### config.mk
export PLATFORM = sky130hd
export DESIGN_NAME = led_driver_frame_sequencer_flat
export DESIGN_NICKNAME = d
export VERILOG_FILES = /design/src/design/lfs_pkg.sv /design/src/design/lfs_if.sv /design/src/design/led_driver_frame_sequencer.sv /design/src/design/lfs_ram.sv /design/src/design/lfs_out_fifo.sv /design/src/flat_wrapper.sv
export SDC_FILE = /design/constraint.sdc
export NUM_CORES = 1
export LEC_CHECK = 0
export BUFFER_PORTS_ARGS = -buffer_cell sky130_fd_sc_hd__buf_4
export CAP_MARGIN = 25
export CORE_ASPECT_RATIO = 1.1
export CORE_MARGIN = 2
export CORE_UTILIZATION = 55
export CTS_CLUSTER_DIAMETER = 150
export DETAILED_ROUTE_END_ITERATION = 8
export PLACE_DENSITY_LB_ADDON = 0.12
export SETUP_SLACK_MARGIN = 0.5
export SLEW_MARGIN = 5
export SYNTH_ARGS = -nofsm -noshare
export SYNTH_HDL_FRONTEND = slang
export SYNTH_SLANG_ARGS = --single-unit
export TNS_END_PERCENT = 1
### constraint.sdc
create_clock -name i_clk -period 4.81 [get_ports i_clk]
set_input_delay 0.2405 -clock i_clk [delete_from_list [all_inputs] [get_ports i_clk]]
set_output_delay 0.2405 -clock i_clk [all_outputs]
set_load 0.01 [all_outputs]
### src/design/lfs_pkg.sv
// shared types and constants for the led frame sequencer
`default_nettype none
package lfs_pkg;

    localparam int LEVEL_W = 16;
    localparam int LATCH_W = 5;

    typedef enum logic [2:0] {
        KIND_SET_CH   = 3'd0,
        KIND_SET_ALL  = 3'd1,
        KIND_GAIN     = 3'd2,
        KIND_RES      = 3'd3,
        KIND_CTRL_WR  = 3'd4,
        KIND_SWITCH   = 3'd5,
        KIND_READ_CH  = 3'd6
    } t_kind;

    localparam logic [LATCH_W-1:0] LATCH_DATA   = 5'd4;
    localparam logic [LATCH_W-1:0] LATCH_GLOBAL = 5'd6;
    localparam logic [LATCH_W-1:0] LATCH_CTRL   = 5'd7;
    localparam logic [LATCH_W-1:0] LATCH_SWITCH = 5'd1;

    localparam logic [LEVEL_W-1:0] GAIN_MASK   = 16'h007F;
    localparam logic [LEVEL_W-1:0] TOP_BIT     = 16'h8000;
    localparam logic [LEVEL_W-1:0] SWITCH_WORD = 16'hFFFF;
    localparam logic [LEVEL_W-1:0] CTRL_RESET  = 16'h007F;
    localparam logic [LEVEL_W-1:0] LEVEL_RESET = 16'h0001;

    typedef struct packed {
        logic               frame_valid;
        logic [LEVEL_W-1:0] frame_word;
        logic [LATCH_W-1:0] latch_clocks;
        logic [LEVEL_W-1:0] read_value;
        logic               error;
        logic               last;
    } t_result;

    typedef struct packed {
        logic [1:0] count;
        logic       pop;
    } t_fifo_st;

endpackage
`default_nettype wire

### src/design/lfs_if.sv
// request and result channel interfaces
`default_nettype none
interface lfs_req_if;
    logic        valid;
    logic        ready;
    logic [2:0]  kind;
    logic [7:0]  channel;
    logic [15:0] value;

    modport source (output valid, output kind, output channel, output value, input ready);
    modport sink   (input valid, input kind, input channel, input value, output ready);
endinterface

interface lfs_res_if;
    logic        valid;
    logic        ready;
    logic        frame_valid;
    logic [15:0] frame_word;
    logic [4:0]  latch_clocks;
    logic [15:0] read_value;
    logic        error;
    logic        last;

    modport source (output valid, output frame_valid, output frame_word,
                    output latch_clocks, output read_value, output error,
                    output last, input ready);
    modport sink   (input valid, input frame_valid, input frame_word,
                    input latch_clocks, input read_value, input error,
                    input last, output ready);
endinterface
`default_nettype wire

### src/design/led_driver_frame_sequencer.sv
// top level: led driver frame sequencer with channel level store
`default_nettype none
// Holds CHANNELS channel levels in a small ram and a control word in a register,
// and turns each request into 16-bit shift frames with a latch length. A level
// update (one channel or all) sends channels CHANNELS-1 down to 0, one frame per
// cycle as fast as the ram read port and the two-entry result queue allow.
// Control, gain, resolution and switch requests give one frame, a channel read
// pushes the level into the result queue in the cycle after the ram read, an
// out-of-range channel gives one error result. A set-all is a broadcast register
// plus per-channel written flags, so it needs no ram sweep and there is no
// clearing pass after reset.
module led_driver_frame_sequencer #(
    parameter int CHANNELS = 16
) (
    input  wire logic i_clk,
    input  wire logic i_rst_n,
    lfs_req_if.sink   i_req,
    lfs_res_if.source o_res
);
    import lfs_pkg::*;

    localparam int IW = $clog2(CHANNELS);
    localparam logic [IW-1:0] LAST_IDX = IW'(CHANNELS - 1);

    typedef enum logic {ST_IDLE, ST_SEND} t_state;

    t_state             r_state;
    logic [IW-1:0]      r_idx;
    logic [LEVEL_W-1:0] r_ctrl, n_ctrl;
    logic [LEVEL_W-1:0] r_bcast;
    logic [CHANNELS-1:0] r_written;
    logic               r_inflight;
    logic               r_pend_read;
    logic               r_pend_hit;
    logic [LATCH_W-1:0] r_pend_latch;
    logic               r_pend_last;

    t_fifo_st           fifo_st;
    t_result            push_data, imm_res, pend_res;
    logic               push, imm_push;
    logic               accept, ch_ok, space, issue;
    logic [2:0]         occ;
    logic [IW-1:0]      ch_idx;
    logic               we, re;
    logic [IW-1:0]      raddr;
    logic [LEVEL_W-1:0] rdata, level;

    assign accept = i_req.valid && i_req.ready;
    assign ch_ok  = (i_req.channel < 8'(CHANNELS));
    assign ch_idx = i_req.channel[IW-1:0];
    assign space  = (fifo_st.count != 2'd2) || fifo_st.pop;
    assign occ    = {1'b0, fifo_st.count} - {2'b0, fifo_st.pop} + {2'b0, r_inflight};
    assign issue  = (r_state == ST_SEND) && (occ < 3'd2);

    assign i_req.ready = (r_state == ST_IDLE) && !r_inflight && space;

    lfs_ram #(.WIDTH(LEVEL_W), .DEPTH(CHANNELS)) u_levels (
        .i_clk   (i_clk),
        .i_we    (we),
        .i_waddr (ch_idx),
        .i_wdata (i_req.value),
        .i_re    (re),
        .i_raddr (raddr),
        .o_rdata (rdata)
    );

    // result from the ram read issued last cycle
    always_comb begin
        level    = r_pend_hit ? rdata : r_bcast;
        pend_res = '0;
        pend_res.last = r_pend_read ? 1'b1 : r_pend_last;
        if (r_pend_read) begin
            pend_res.read_value = level;
        end else begin
            pend_res.frame_valid  = 1'b1;
            pend_res.frame_word   = level;
            pend_res.latch_clocks = r_pend_latch;
        end
    end

    always_comb begin
        we       = 1'b0;
        re       = issue;
        raddr    = r_idx;
        imm_push = 1'b0;
        imm_res  = '0;
        n_ctrl   = r_ctrl;
        if (accept) begin
            case (t_kind'(i_req.kind))
                KIND_SET_CH: begin
                    if (ch_ok) begin
                        we = 1'b1;
                    end else begin
                        imm_push      = 1'b1;
                        imm_res.error = 1'b1;
                        imm_res.last  = 1'b1;
                    end
                end
                KIND_READ_CH: begin
                    if (ch_ok) begin
                        re    = 1'b1;
                        raddr = ch_idx;
                    end else begin
                        imm_push      = 1'b1;
                        imm_res.error = 1'b1;
                        imm_res.last  = 1'b1;
                    end
                end
                KIND_GAIN, KIND_RES, KIND_CTRL_WR: begin
                    case (t_kind'(i_req.kind))
                        KIND_GAIN:
                            n_ctrl = (r_ctrl & ~GAIN_MASK) | (i_req.value & GAIN_MASK)
                                     | TOP_BIT;
                        KIND_RES:
                            n_ctrl = (i_req.value == '0) ? (r_ctrl & ~TOP_BIT)
                                                         : (r_ctrl | TOP_BIT);
                        default:
                            n_ctrl = i_req.value;
                    endcase
                    imm_push             = 1'b1;
                    imm_res.frame_valid  = 1'b1;
                    imm_res.frame_word   = n_ctrl;
                    imm_res.latch_clocks = LATCH_CTRL;
                    imm_res.last         = 1'b1;
                end
                KIND_SWITCH: begin
                    imm_push             = 1'b1;
                    imm_res.frame_valid  = 1'b1;
                    imm_res.frame_word   = SWITCH_WORD;
                    imm_res.latch_clocks = LATCH_SWITCH;
                    imm_res.last         = 1'b1;
                end
                default: begin
                end
            endcase
        end
    end

    assign push      = r_inflight || imm_push;
    assign push_data = r_inflight ? pend_res : imm_res;

    always_ff @(posedge i_clk) begin
        if (!i_rst_n) begin
            r_state    <= ST_IDLE;
            r_idx      <= LAST_IDX;
            r_ctrl     <= CTRL_RESET;
            r_bcast    <= LEVEL_RESET;
            r_written  <= '0;
            r_inflight <= 1'b0;
        end else begin
            r_ctrl     <= n_ctrl;
            r_inflight <= 1'b0;
            case (r_state)
                ST_IDLE: begin
                    if (accept) begin
                        case (t_kind'(i_req.kind))
                            KIND_SET_CH: begin
                                if (ch_ok) begin
                                    r_written[ch_idx] <= 1'b1;
                                    r_idx             <= LAST_IDX;
                                    r_state           <= ST_SEND;
                                end
                            end
                            KIND_SET_ALL: begin
                                r_bcast   <= i_req.value;
                                r_written <= '0;
                                r_idx     <= LAST_IDX;
                                r_state   <= ST_SEND;
                            end
                            KIND_READ_CH: begin
                                if (ch_ok) begin
                                    r_inflight  <= 1'b1;
                                    r_pend_read <= 1'b1;
                                    r_pend_hit  <= r_written[ch_idx];
                                end
                            end
                            default: begin
                            end
                        endcase
                    end
                end
                ST_SEND: begin
                    if (issue) begin
                        r_inflight   <= 1'b1;
                        r_pend_read  <= 1'b0;
                        r_pend_hit   <= r_written[r_idx];
                        r_pend_last  <= (r_idx == '0);
                        r_pend_latch <= (r_idx == '0) ? LATCH_GLOBAL : LATCH_DATA;
                        if (r_idx == '0) begin
                            r_state <= ST_IDLE;
                        end else begin
                            r_idx <= r_idx - 1'b1;
                        end
                    end
                end
                default: r_state <= ST_IDLE;
            endcase
        end
    end

    lfs_out_fifo u_out (
        .i_clk    (i_clk),
        .i_rst_n  (i_rst_n),
        .i_push   (push),
        .i_data   (push_data),
        .o_status (fifo_st),
        .o_res    (o_res)
    );

    a_no_overflow: assert property (@(posedge i_clk) disable iff (!i_rst_n)
        push |-> (fifo_st.count != 2'd2) || fifo_st.pop)
        else $error("result queue overflow");

    a_set_all_sends: assert property (@(posedge i_clk) disable iff (!i_rst_n)
        (accept && i_req.kind == KIND_SET_ALL) |=> (r_state == ST_SEND))
        else $error("set-all did not start frame sequence");

    a_last_frame_latch: assert property (@(posedge i_clk) disable iff (!i_rst_n)
        (o_res.valid && o_res.frame_valid && o_res.latch_clocks == LATCH_DATA)
        |-> !o_res.last)
        else $error("data latch frame marked last");

    a_single_issue: assert property (@(posedge i_clk) disable iff (!i_rst_n)
        r_inflight |-> !imm_push)
        else $error("ram result and direct result pushed together");

endmodule
`default_nettype wire

### src/design/lfs_ram.sv
// generic single-write single-read ram with registered read
`default_nettype none
module lfs_ram #(
    parameter int WIDTH = 16,
    parameter int DEPTH = 16
) (
    input  wire logic                     i_clk,
    input  wire logic                     i_we,
    input  wire logic [$clog2(DEPTH)-1:0] i_waddr,
    input  wire logic [WIDTH-1:0]         i_wdata,
    input  wire logic                     i_re,
    input  wire logic [$clog2(DEPTH)-1:0] i_raddr,
    output logic      [WIDTH-1:0]         o_rdata
);

    logic [WIDTH-1:0] r_mem [DEPTH];
    logic [WIDTH-1:0] r_rdata;

    always_ff @(posedge i_clk) begin
        if (i_we) begin
            r_mem[i_waddr] <= i_wdata;
        end
        if (i_re) begin
            r_rdata <= r_mem[i_raddr];
        end
    end

    assign o_rdata = r_rdata;

endmodule
`default_nettype wire

### src/design/lfs_out_fifo.sv
// two-entry result queue driving the result channel
`default_nettype none
module lfs_out_fifo (
    input  wire logic             i_clk,
    input  wire logic             i_rst_n,
    input  wire logic             i_push,
    input  wire lfs_pkg::t_result i_data,
    output lfs_pkg::t_fifo_st     o_status,
    lfs_res_if.source             o_res
);
    import lfs_pkg::*;

    t_result    r_mem [2];
    logic       r_wptr;
    logic       r_rptr;
    logic [1:0] r_count;
    logic       pop;
    t_result    head;

    assign pop  = o_res.valid && o_res.ready;
    assign head = r_mem[r_rptr];

    always_ff @(posedge i_clk) begin
        if (!i_rst_n) begin
            r_wptr  <= 1'b0;
            r_rptr  <= 1'b0;
            r_count <= 2'd0;
        end else begin
            if (i_push) begin
                r_mem[r_wptr] <= i_data;
                r_wptr        <= ~r_wptr;
            end
            if (pop) begin
                r_rptr <= ~r_rptr;
            end
            r_count <= r_count + {1'b0, i_push} - {1'b0, pop};
        end
    end

    assign o_res.valid        = (r_count != 2'd0);
    assign o_res.frame_valid  = head.frame_valid;
    assign o_res.frame_word   = head.frame_word;
    assign o_res.latch_clocks = head.latch_clocks;
    assign o_res.read_value   = head.read_value;
    assign o_res.error        = head.error;
    assign o_res.last         = head.last;

    assign o_status.count = r_count;
    assign o_status.pop   = pop;

endmodule
`default_nettype wire
### src/flat_wrapper.sv
// flat-port wrapper written by rule: the top's interface ports become plain ports
module led_driver_frame_sequencer_flat import lfs_pkg::*;
#(
    parameter int CHANNELS = 16
)
  (i_clk, i_rst_n, i_req_valid, i_req_kind, i_req_channel, i_req_value, i_req_ready, o_res_valid, o_res_frame_valid, o_res_frame_word, o_res_latch_clocks, o_res_read_value, o_res_error, o_res_last, o_res_ready);
  lfs_req_if i_req_i ();
  lfs_res_if o_res_i ();
  input  wire logic i_clk;
  input  wire logic i_rst_n;
  input wire logic [$bits(i_req_i.valid)-1:0] i_req_valid;
  input wire logic [$bits(i_req_i.kind)-1:0] i_req_kind;
  input wire logic [$bits(i_req_i.channel)-1:0] i_req_channel;
  input wire logic [$bits(i_req_i.value)-1:0] i_req_value;
  output wire logic [$bits(i_req_i.ready)-1:0] i_req_ready;
  output wire logic [$bits(o_res_i.valid)-1:0] o_res_valid;
  output wire logic [$bits(o_res_i.frame_valid)-1:0] o_res_frame_valid;
  output wire logic [$bits(o_res_i.frame_word)-1:0] o_res_frame_word;
  output wire logic [$bits(o_res_i.latch_clocks)-1:0] o_res_latch_clocks;
  output wire logic [$bits(o_res_i.read_value)-1:0] o_res_read_value;
  output wire logic [$bits(o_res_i.error)-1:0] o_res_error;
  output wire logic [$bits(o_res_i.last)-1:0] o_res_last;
  input wire logic [$bits(o_res_i.ready)-1:0] o_res_ready;
  assign i_req_i.valid = i_req_valid;
  assign i_req_i.kind = i_req_kind;
  assign i_req_i.channel = i_req_channel;
  assign i_req_i.value = i_req_value;
  assign i_req_ready = i_req_i.ready;
  assign o_res_valid = o_res_i.valid;
  assign o_res_frame_valid = o_res_i.frame_valid;
  assign o_res_frame_word = o_res_i.frame_word;
  assign o_res_latch_clocks = o_res_i.latch_clocks;
  assign o_res_read_value = o_res_i.read_value;
  assign o_res_error = o_res_i.error;
  assign o_res_last = o_res_i.last;
  assign o_res_i.ready = o_res_ready;
  led_driver_frame_sequencer #(.CHANNELS(CHANNELS)) u_core (.i_clk(i_clk), .i_rst_n(i_rst_n), .i_req(i_req_i), .o_res(o_res_i));
endmodule
### After elaboration in Yosys (flattened, before gate mapping)

Memory sizes are Yosys's and may differ from the RTL's. A register that Yosys moved wholly into a read port is not among the register bits.
Cells that the tools add are included.

| word-level totals | value |
|---|---|
| flip-flop bits (word level) | 65 |
| memory bits (writable) | 336 |
| input port bits | 31 |
| output and inout port bits | 42 |
| logic and storage cells | 134 |
| memories | 2 |

| operators by class | value |
|---|---|
| $add $sub $neg | 5 |
| order comparisons | 5 |
| equal/unequal tests | 15 |
| muxes and demuxes | 66 |
| bitwise logic cells | 5 |
| reduce and logical (&&, ||, !) cells | 23 |

Memories:

| name | words | width | rd ports | clocked after Yosys merged registers in | wr ports | RTL line | text |
|---|---|---|---|---|---|---|---|
| u_core.u_levels.r_mem | 16 | 16 | 1 | 1 | 1 | lfs_ram.sv:16 | `logic [WIDTH-1:0] r_mem [DEPTH];` |
| u_core.u_out.r_mem | 2 | 40 | 1 | 1 | 1 | lfs_out_fifo.sv:13 | `t_result r_mem [2];` |

Operators by type and width:

| cell | number |
|---|---|
| 16-bit two-way mux | 4 |
| 16-bit case mux with 2 select lines | 2 |
| 22-bit two-way mux | 2 |
| 22-bit case mux with 2 select lines | 1 |
| 40-bit two-way mux | 1 |
| 1-bit two-way mux | 34 |
| 4-bit two-way mux | 7 |
| 16-bit logical NOT | 1 |
| 16-bit OR | 1 |
| 4-bit case mux with 2 select lines | 2 |
| 15-bit by 7-bit OR with 15-bit output | 1 |
| 1-bit case mux with 2 select lines | 7 |
| 4-bit by 5-bit less-than comparator with 1-bit output (second input constant) | 2 |
| 5-bit AND reduction | 2 |
| 3-bit == test (second input constant) | 3 |
| 1-bit binary-select mux with 4-bit select | 2 |
| 8-bit by 5-bit less-than comparator with 1-bit output (second input constant) | 1 |
| 2-bit inequality test (second input constant) | 4 |
| 3-bit by 2-bit == test with 1-bit output (second input constant) | 2 |
| 1-bit logical AND | 6 |
| 2-bit two-way mux | 3 |
| 2-bit by 1-bit inequality test with 1-bit output (second input constant) | 3 |
| 3-bit AND reduction | 2 |
| 1-bit demux with 4-bit select | 1 |
| other kinds (21) | 25 |

### Depth between registers and ports, before layout

Gate-level depths: netlist of run 1.

| depth | value |
|---|---|
| depth after elaboration | 10 |
| depth in mapped cells | 10 |
| depth with buffers taken out | 8 |

### Modules after synthesis

Synthesis of run 1 repeated with hierarchy kept, for this count alone.

| second synthesis, totals | value |
|---|---|
| cell total of the unflattened synthesis | 973 |
| area, all modules | 16651.0 um2 |

By module, submodules not included:

| module | times used | cells each | area each (um2) | seq. area each (um2) |
|---|---|---|---|---|
| lfs_ram | 1 | 432 | 10202.3 | 8167.8 |
| led_driver_frame_sequencer | 1 | 393 | 3303.2 | 1151.1 |
| lfs_out_fifo | 1 | 148 | 3145.5 | 2502.4 |

### Worst setup path before layout of run 1

Ideal clock, no wire load.

| timing | value |
|---|---|
| kind | register to register |
| start | register u_core.r_state |
| end | memory u_core.u_out.r_mem[0][0] in the netlist's numbering (enable) |
| library setup time | 0.433 ns |
| arrival | 2.838 ns |
| data required time | 4.377 ns |
| slack | 1.538 ns |
| stages on the path, launching flop included | 8 |
| buffers on the path | 2 |
| clock period less this slack | 3.272 ns |
| cells stage by stage | dfxtp_1 buf_2 nor3b_4 and2_1 buf_6 a21o_1 nand2_1 nor2_1 |

| on the way | value |
|---|---|
| word-level cells in the longest chain between the ends | 9 |

Ends and longest elaborated chain:

| item | RTL line | text |
|---|---|---|
| start: declaration | led_driver_frame_sequencer.sv:27 | `t_state r_state;` |
| start signal: assignment | led_driver_frame_sequencer.sv:144 | `r_state <= ST_IDLE;` |
| start signal: assignment | led_driver_frame_sequencer.sv:161 | `r_state <= ST_SEND;` |
| start signal: assignment | led_driver_frame_sequencer.sv:168 | `r_state <= ST_SEND;` |
| 1-bit NOT (no source line) | -- |  |
| 1-bit logical AND (2 in series) | led_driver_frame_sequencer.sv:55 | `assign i_req.ready = (r_state == ST_IDLE) && !r_inflight && space;` |
| 1-bit logical AND | led_driver_frame_sequencer.sv:48 | `assign accept = i_req.valid && i_req.ready;` |
| 1-bit two-way mux | led_driver_frame_sequencer.sv:88 | `if (accept) begin` |
| 1-bit logical OR | led_driver_frame_sequencer.sv:139 | `assign push = r_inflight \|\| imm_push;` |
| 1-bit two-way mux | lfs_out_fifo.sv:29 | `if (i_push) begin` |
| 1-bit two-way mux | lfs_out_fifo.sv:24 | `if (!i_rst_n) begin` |
| 1-bit two-way mux (not written as such) | lfs_out_fifo.sv:30 | `r_mem[r_wptr] <= i_data;` |
| end: declaration | lfs_out_fifo.sv:13 |  |

Every way passes these cells.

### Worst setup path in the final report of run 1

| timing | value |
|---|---|
| start | register u_core.r_state |
| end | memory u_core.u_levels.r_mem[36][3], in the netlist u_core.u_levels.r_mem[9][3] (enable) |

| on the way | value |
|---|---|
| word-level cells in the longest chain between the ends | 7 |

Ends and longest elaborated chain:

| item | RTL line | text |
|---|---|---|
| 1-bit NOT (no source line) | -- |  |
| 1-bit logical AND (2 in series) | led_driver_frame_sequencer.sv:55 |  |
| 1-bit logical AND | led_driver_frame_sequencer.sv:48 |  |
| 1-bit two-way mux | led_driver_frame_sequencer.sv:88 |  |
| 1-bit two-way mux | lfs_ram.sv:20 | `if (i_we) begin` |
| 1-bit two-way mux (not written as such) | lfs_ram.sv:21 | `r_mem[i_waddr] <= i_wdata;` |
| end: declaration | lfs_ram.sv:16 |  |

Every way passes these cells.

==> results by stage, run 1 <==
Run status:
- The run finished with clean final reports.

Worst setup path:
- The data arrival time at the worst-slack endpoint is 3280 ps.
- The maximum fanout count along the critical path is 16.
- The worst setup path is captured at a flop.
- STA puts the critical path data required time at 4970 ps.
- The worst setup path is of the flop to flop kind.
- The sort of element at the start of the critical path is a flop.

Floorplan:
- The region available for standard cell placement spans 0.0334 mm².
- Pin placement for this block handled 73 I/O pins.
- The area enclosed by the die boundary is 0.0354 mm².
- The floorplan die width is 180 µm.
- The initial utilization of the core area, before any placement, comes to 55.9%.
- The number of core rows is 70.
- The chip height is 197 µm.

Finish:
- The area growth from synthesis to final layout is 12.2%.
- For this run, the post-layout net count is 1,281.
- Of the cells placed in the final design, the portion with a size suffix greater than 1 is 28.8%.
- The non-filler instance count after layout is 1,711.
- The number of diodes is 0.
- The leading cell type in the layout, fill and taps excluded is edfxtp_1.
- The library cells used most frequently in the layout, excluding fill and tap cells, are 351 x edfxtp_1, 104 x mux4_2, 103 x mux2i_1, 83 x buf_4, 77 x nand2_1.
- The filler cells instantiated in the layout total 2,464.

CTS:
- The post-CTS setup-driven buffer insertion count is 0.
- The clock input transition at the sequential cells of the worst setup and hold paths is 70 ps.
- For this design, the CTS-stage hold fixing added 0 buffers.
- The longest clock path from root to sink contains 3 buffers.
- The number of resized instances in the post-cts repair step is 0.
- For this design, the sink count on the clock tree is 409.
- The root buffer cell chosen for the clock tree is clkbuf_16.
- Counting the buffers created by CTS gives 41.
- The H-tree was split into 2 levels.
- TritonCTS built the clock tree.
- Clock latency on the worst-skew pair, taken at its later pin, is 540 ps.

Placed design:
- In this run the tool buffered the top-level ports with 70 buffer cells.
- Including well taps, the total number of placed cells is 1,632.
- The placement-stage worst setup slack is 1700 ps.
- Detailed placement ended at an HPWL of 28,200 µm.
- The congestion estimate from routability-driven global placement came to 0.847.

STA:
- Static timing analysis puts the maximum clock frequency at 321 MHz.
- The final critical-path share of the clock period is 64.9%.
- Setup slack closes at 1690 ps.
- The post-layout minimum cycle time is 3120 ps.
- The final number of hold-violating endpoints is 0.
- Setup repair after global routing left no endpoint under its margin.
- The number of setup violations in the final report is 0.
- The transition time at the pin with the least slew margin is 1060 ps.
- Between clock sinks in the finished design, the worst skew comes to 10.9 ps.
- The worst slew margin relative to its limit is 29.5%.
- The total count of max-transition violations in the final report is 0.
- The sum of negative setup slack is 0 ps.

Route:
- The first TritonRoute pass finished after 5 iterations.
- Dividing the detail-routed wire length by the instance count gives 25.8 µm.
- The final antenna-violating net count is 0.
- The post-detailed-route DRC marker count is 0.
- The total wire length is 44,200 µm.
- The number of vias in the routed layout is 10,873.
- The first routing iteration left 968 violations.
- The routed via count divided by cell count is 6.35.

Power and ir drop:
- The static leakage power is 7.38 nW.
- IR analysis of the VDD net gives a maximum drop of 0.000315 V.
- The power per cell area is 373 mW/mm².

Yosys:
- Counting distinct cell types in the post-synthesis netlist gives 57.
- Sequential elements use 62.7% of the synthesized area.
- Counting flops with an async set or reset pin after synthesis yields a share of 0%.
- Dividing the synthesized area by the synthesized cell count gives 15.7 µm².
- The synthesized instance count is 1,188.
- The total of warnings raised by yosys is 0.
- The number of synthesized flops with an enable pin is 351.
- The number of synthesized register bits is 409.
- The most used flip-flop cell after synthesis is edfxtp_1.
- The synthesized netlist occupies a cell area of 0.0187 mm².

Global routing:
- The total global routing overflow is 0.
- Entering global routing, the biggest net connects 70 pins.
- The first global-routing pass estimated 67,300 µm of wire.
- The number of antenna violations at the first check in global routing is 0.
- The total track usage is 25.3%.
- The number of global-route vias before repair is 10,917.

Flow run:
- The tool flagged a number of max-cap violations equal to 0.

Hold path:
- The tightest min-delay check is of the input pin to flop type.
==> cells by family (layout without fill, tap and decap cells) <==
| group | after synthesis | after routing | share of synthesized area (%) |
|---|---|---|---|
| flip-flops | 409 | 409 | 62.7 |
| multiplexers | 275 | 275 | 22.2 |
| AND/OR/NAND/NOR | 232 | 232 | 6.07 |
| AO/OA/AOI/OAI | 172 | 172 | 6.00 |
| buffers and inverters | 89 | 179 | 2.49 |
| XOR/XNOR | 7 | 7 | 0.328 |
| adder cells (fa/ha/maj) | 3 | 3 | 0.241 |
| other | 1 | 2 | 0.0201 |
==> Yosys cell counts (all sizes together) (2+ instances only) <==
cell / instances / area [µm²]
buf: 47 / 307
a21boi: 16 / 120
mux2i: 103 / 1030
mux2: 68 / 766
or2: 6 / 37.5
nand4: 5 / 37.5
and3: 3 / 18.8
nor2b: 12 / 75.1
nor4b: 2 / 17.5
mux4: 104 / 2340
ha: 2 / 25.0
nor3: 6 / 52.6
o22ai: 25 / 156
nand3: 9 / 45.0
nand2: 81 / 324
edfxtp: 351 / 10500
xnor2: 6 / 52.6
dfxtp: 58 / 1160
or3: 8 / 50.1
clkbuf: 33 / 124
nor3b: 2 / 26.3
a221o: 15 / 150
nand2b: 5 / 31.3
a22oi: 32 / 240
a21oi: 26 / 130
nor2: 76 / 285
o21ai: 50 / 258
inv: 9 / 33.8
or3b: 2 / 20.0
and2: 9 / 56.3
nor4: 4 / 40.0
==> routing by layer <==
metal | wire length [µm] | share of wire (%) | GRT usage [%] | up-vias
li1 | - | - | - | 4819
met1 | 18100 | 41 | 33.8 | 5571
met2 | 22000 | 50 | 42.8 | 401
met3 | 2880 | 6.5 | 4.09 | 82
met4 | 1160 | 2.6 | 8.16 | 0
met5 | 0 | 0 | 0 | -
==> flip-flops by register name, summed over array words and instances, names as in the netlist, named ones only <==
register                 cells
u_core.u_levels.r_mem      256
u_core.r_pend_read           1
u_core.u_out.r_mem          76
u_core.r_bcast              16
u_core.u_out.r_rptr          1
u_core.r_written            16
u_core.r_state               1
u_core.r_inflight            1
u_core.r_pend_hit            1
u_core.u_out.r_count         2
u_core.r_ctrl               15
u_core.r_idx                 4
u_core.u_out.r_wptr          1
u_core.r_pend_last           1
u_core.u_levels.o_rdata     16
==> worst max-delay path: stages, from the launching register on <==
cell	delay (ps)
dfxtp_1	410
nor3b_4	300
nand2_4	160
nor3_1	650
nand2_1	340
nor2_2	860
==> report_power, final <==
part	total [mW]	switching, mW	internal, mW
Clock	3.06	1.29	1.77
Sequential	3.95	0.0359	3.91
Combinational	0.810	0.419	0.391
Total	7.82	1.75	6.07
==> path summary, 6_finish.rpt <==
check,start,endpoint,slack (ps),depth (start not counted)
worst max register to register,u_core.r_state,u_core.u_levels.r_mem[9][3],1690,5
worst max-delay path,u_core.r_state,u_core.u_levels.r_mem[9][3],1690,5
worst min-delay path,i_rst_n,u_core.r_idx[1],80,2
worst min register to register,u_core.r_bcast[2],u_core.r_bcast[2],450,2
==> through the flow <==
step | hold slack (ps) | power [mW] | area (µm²) | utilization (%)
final | 76.5 | 7.82 | 21000 | 62.8
after global routing | 80.4 | 8.07 | 21000 | 62.8
after CTS | 55.5 | 7.87 | 20900 | 62.6
after detailed placement | 441 | 4.84 | 19600 | 58.8
after global placement | 435 | 4.83 | 19500 | 58.5
after floorplan | 339 | 4.53 | 18700 | -
==> layout make-up <==
cell class / count / area (µm²) / area share (%)
Sequential cell: 409 / 11700 / 55.9
Multi-Input combinational cell: 691 / 6570 / 31.3
Clock buffer: 58 / 1180 / 5.64
Timing Repair Buffer: 95 / 818 / 3.90
Tap cell: 432 / 541 / 2.58
Clock inverter: 17 / 108 / 0.513
Inverter: 9 / 33.8 / 0.161
Power figures use the tool's default switching activity.
==> run 2, diff against run 1 <==
==> constraint.sdc (replaced) <==
create_clock -name i_clk -period 3.2 [get_ports i_clk]
set_input_delay 0.16 -clock i_clk [delete_from_list [all_inputs] [get_ports i_clk]]
set_output_delay 0.16 -clock i_clk [all_outputs]
set_load 0.01 [all_outputs]
==> run 2 against run 1 <==
Via count up 2.4%. Final area up 2.4%. Setup slack worse by 1100 ps. Utilization up 1.5 points. Clock skew up 3.8 ps. Sequential cell count unchanged. Die area unchanged. Register-to-register slack worse by 1100 ps. Cell count up 2.8%. Global-route usage up 0.85 points. Combinational power up 51%. Total power up 57%. Critical endpoint is now u_core.r_pend_read. Largest cell class unchanged. Largest power group unchanged.
==> results by stage, run 2 (synthesis results as in run 1) <==
Finish:
- The count of fill cells added during filler insertion came to 2,419 (-1.8%).
- The area growth from synthesis to final layout is 14.9%.
- The number of diodes was 0 (unchanged).
- The sequential cell area in the final layout is 0.0117 mm² (unchanged).
- The area used by multi-input combinational logic is 0.00657 mm² (unchanged).
- The proportion of layout cells with a drive suffix above 1 was 30.3% (+1.5 points).
- In the layout the commonest cells are 351 x edfxtp_1, 118 x buf_4, 104 x mux4_2, 103 x mux2i_1, 77 x nand2_1.
- Ranked by flip-flop count, first place goes to u_core.u_levels.r_mem.
- The non-filler instance count after layout is 1,759 (+2.8%).
- In the final layout, the registers with the most flip-flops are u_core.u_levels.r_mem (256), u_core.u_out.r_mem (76).
- The number of flip-flops in the largest register is 256 (unchanged).
- The library cell used most frequently in the layout, excluding fill and tap cells, is edfxtp_1.
- The number of nets at the end of the flow was 1,327 (+3.6%).

CTS:
- The post-CTS setup-driven buffer insertion count is 0 (unchanged).
- The buffer levels on the longest clock path is 3 (unchanged).
- The clock latency of the later-clocked register in the worst-skew pair is 550 ps (about the same).
- The H-tree level count is 2 (unchanged).
- TritonCTS built the clock tree.
- The number of buffers added by the clock tree synthesis step is 42 (+2.4%).
- The number of clock sinks is 409 (unchanged).
- The clock input transition at the sequential cells of the worst setup and hold paths was 60 ps (about the same).
- The cell sitting at the root of the clock tree is a clkbuf_16.

Worst setup path:
- The sort of element at the end of the critical path is a flop.
- The maximum fanout count along the critical path is 18 (+2).
- The reg-to-reg startpoint is u_core.u_out.r_count[1].
- The critical path in this run is classified as flop to flop.
- In this run the worst setup path begins at u_core.u_out.r_count[1].
- STA classifies the critical path startpoint as a flop.
- The data required time of the worst path is 3460 ps (-1510 ps).
- The number of cells on the worst reg-to-reg path came to 8 (+3).
- The data arrival time at the worst-slack endpoint is 2920 ps (-360 ps).
- The minimum setup slack among reg-to-reg paths is 540 ps (-1150 ps).
- Following the worst setup path forward leads to its endpoint at u_core.r_pend_read.
- The endpoint of the lowest-slack register-to-register path is u_core.r_pend_read.

STA:
- The final number of hold-violating endpoints is 0 (unchanged).
- The final critical-path share of the clock period is 83.1% (+18 points).
- The number of setup violations in the final report came to 0 (unchanged).
- The final critical-path setup slack is 542 ps (-1150 ps).
- The worst slew margin relative to its limit came to 35.5% (+6.1 points).
- Setup repair after global routing could not meet its margin everywhere.
- The highest achievable clock rate is 376 MHz (+17%).
- The sum of negative setup slack is 0 ps (unchanged).
- The total count of max-transition violations in the final report is 0 (unchanged).
- The worst-case clock skew is 14.7 ps (+3.82 ps).
- The post-layout minimum cycle time was 2660 ps (-462 ps).
- The transition time at the pin with the least slew margin came to 967 ps (-90.8 ps).

Run status:
- The run finished with clean final reports.

Flow run:
- The max-capacitance violation count is 0 (unchanged).

Route:
- The post-detailed-route DRC marker count was 0 (unchanged).
- The number of vias in the routed layout was 11,135 (+2.4%).
- The first-pass iteration count of the detailed router is 5 (unchanged).
- The number of design-rule violations left by the first detailed-router iteration is 1,024 (+5.8%).
- The final antenna-violating net count is 0 (unchanged).
- In this run the top signal layer used is met4.
- The detailed-route wire length per cell was 25.9 µm (+0.37%).
- The met2 wirelength from detailed routing is 23,500 µm (+6.7%).
- The total wire length is 45,600 µm (+3.2%).
- The routed via count divided by cell count was 6.33 (-0.38%).
- The total met3 wirelength after detailed routing is 2950 µm (+2.2%).
- The met1 layer wirelength in the final routing is 17,900 µm (-1.2%).

Placed design:
- The number of placed instances, taps included is 1,664 (+2.0%).
- The half-perimeter wire length after detailed placement is 27,700 µm (-1.8%).
- The weighted congestion at the end of routability-driven global placement is 0.791 (-6.6%).
- The count of input and output buffers is 70 (unchanged).
- The placement-stage worst setup slack is 423 ps (-1280 ps).

Floorplan:
- The effective utilization at floorplan came to 55.9% (unchanged).
- The chip height was 197 µm (unchanged).
- The floorplan die width is 180 µm (unchanged).
- The number of core rows is 70 (unchanged).
- The number of I/O pins came to 73 (unchanged).
- The core outline area came to 0.0334 mm² (unchanged).
- The area enclosed by the die boundary is 0.0354 mm² (unchanged).

Power and ir drop:
- The power per cell area was 572 mW/mm² (+53%).
- The static leakage power is 7.64 nW (+3.6%).
- The worst ir drop on vdd is 0.000474 V (+51%).

Global routing:
- The maximum number of pins on one net before global-route repair is 60 (-14%).
- The wire length of the first global-routing pass is 69,400 µm (+3.2%).
- The number of global-route vias before repair is 11,351 (+4.0%).
- The total track usage is 26.1% (+0.85 points).
- The number of antenna violations at the first check in global routing was 0 (unchanged).
- The total global routing overflow is 0 (unchanged).

Hold path:
- The startpoint of the most critical hold path is i_req_kind[0].
- The min-delay analysis places its worst path in the category input pin to flop.
## run 2: changes by cell type in the layout (fill, tap and decap cells not counted), sizes merged
cell / delta
inv: +1
clkbuf: -5
clkinv: -2
bufinv: +5
clkinvlp: +4
dlygate4sd3: +17
buf: +28
## run 2: worst min-delay path by stage
stage / slack, ps / cells after the start / endpoint
global route: 90 / 2 / u_core.u_out.r_mem[1][1]
global placement: 440 / 2 / u_core.r_bcast[10]
finish: 80 / 2 / u_core.u_out.r_mem[0][1]
CTS: 70 / 2 / u_core.u_out.r_mem[1][1]
detailed placement: 440 / 2 / u_core.r_bcast[1]
floorplan: 260 / 0 / u_core.u_levels.r_mem[0][0]
## run 2: routing by layer
| metal | vias up | global-route usage [%] |
|---|---|---|
| met5 | - | 0 |
| met4 | 0 | 8.58 |
| met3 | 80 | 3.98 |
| met2 | 464 | 46.2 |
| met1 | 5675 | 33.3 |
| li1 | 4916 | - |
## run 2: what timing repair did
item | CTS | global route
endpoints found under the hold margin | 274 | 0
gates resized for setup | 1 | 1
setup endpoints to repair | 2 | 219
hold buffers | 17 | 0
## run 2: cell type report
cell class | count | area share, %
Clock inverter | 25 | 1.38
Sequential cell | 409 | 54.6
Clock buffer | 53 | 5.39
Multi-Input combinational cell | 691 | 30.6
Inverter | 9 | 0.157
Timing Repair Buffer | 140 | 5.39
Tap cell | 432 | 2.52
## run 2: worst max-delay path, stage by stage, from the launching register on
cell	delay, ps
dfxtp_1	370
o21ai_1	280
nor2_1	130
fa_1	450
xnor2_1	200
nand3_1	170
a22oi_1	200
buf_4	350
and2_1	220
## run 2: power breakdown
part / total [mW] / internal (mW) / switching (mW)
clock: 5.11 / 3.06 / 2.05
sequential: 5.94 / 5.88 / 0.0559
combinational: 1.22 / 0.603 / 0.612
## run 2: per-stage QoR
| stage | hold WS, ps | utilization (%) | area [µm²] | total power, mW |
|---|---|---|---|---|
| after floorplan | 259 | - | 18700 | 6.81 |
| after global placement | 436 | 59.4 | 19800 | 7.25 |
| after detailed placement | 443 | 59.4 | 19800 | 7.26 |
| after CTS | 67.7 | 64.3 | 21500 | 12.4 |
| after global routing | 93.4 | 64.3 | 21500 | 12.7 |
| final | 84.3 | 64.3 | 21500 | 12.3 |
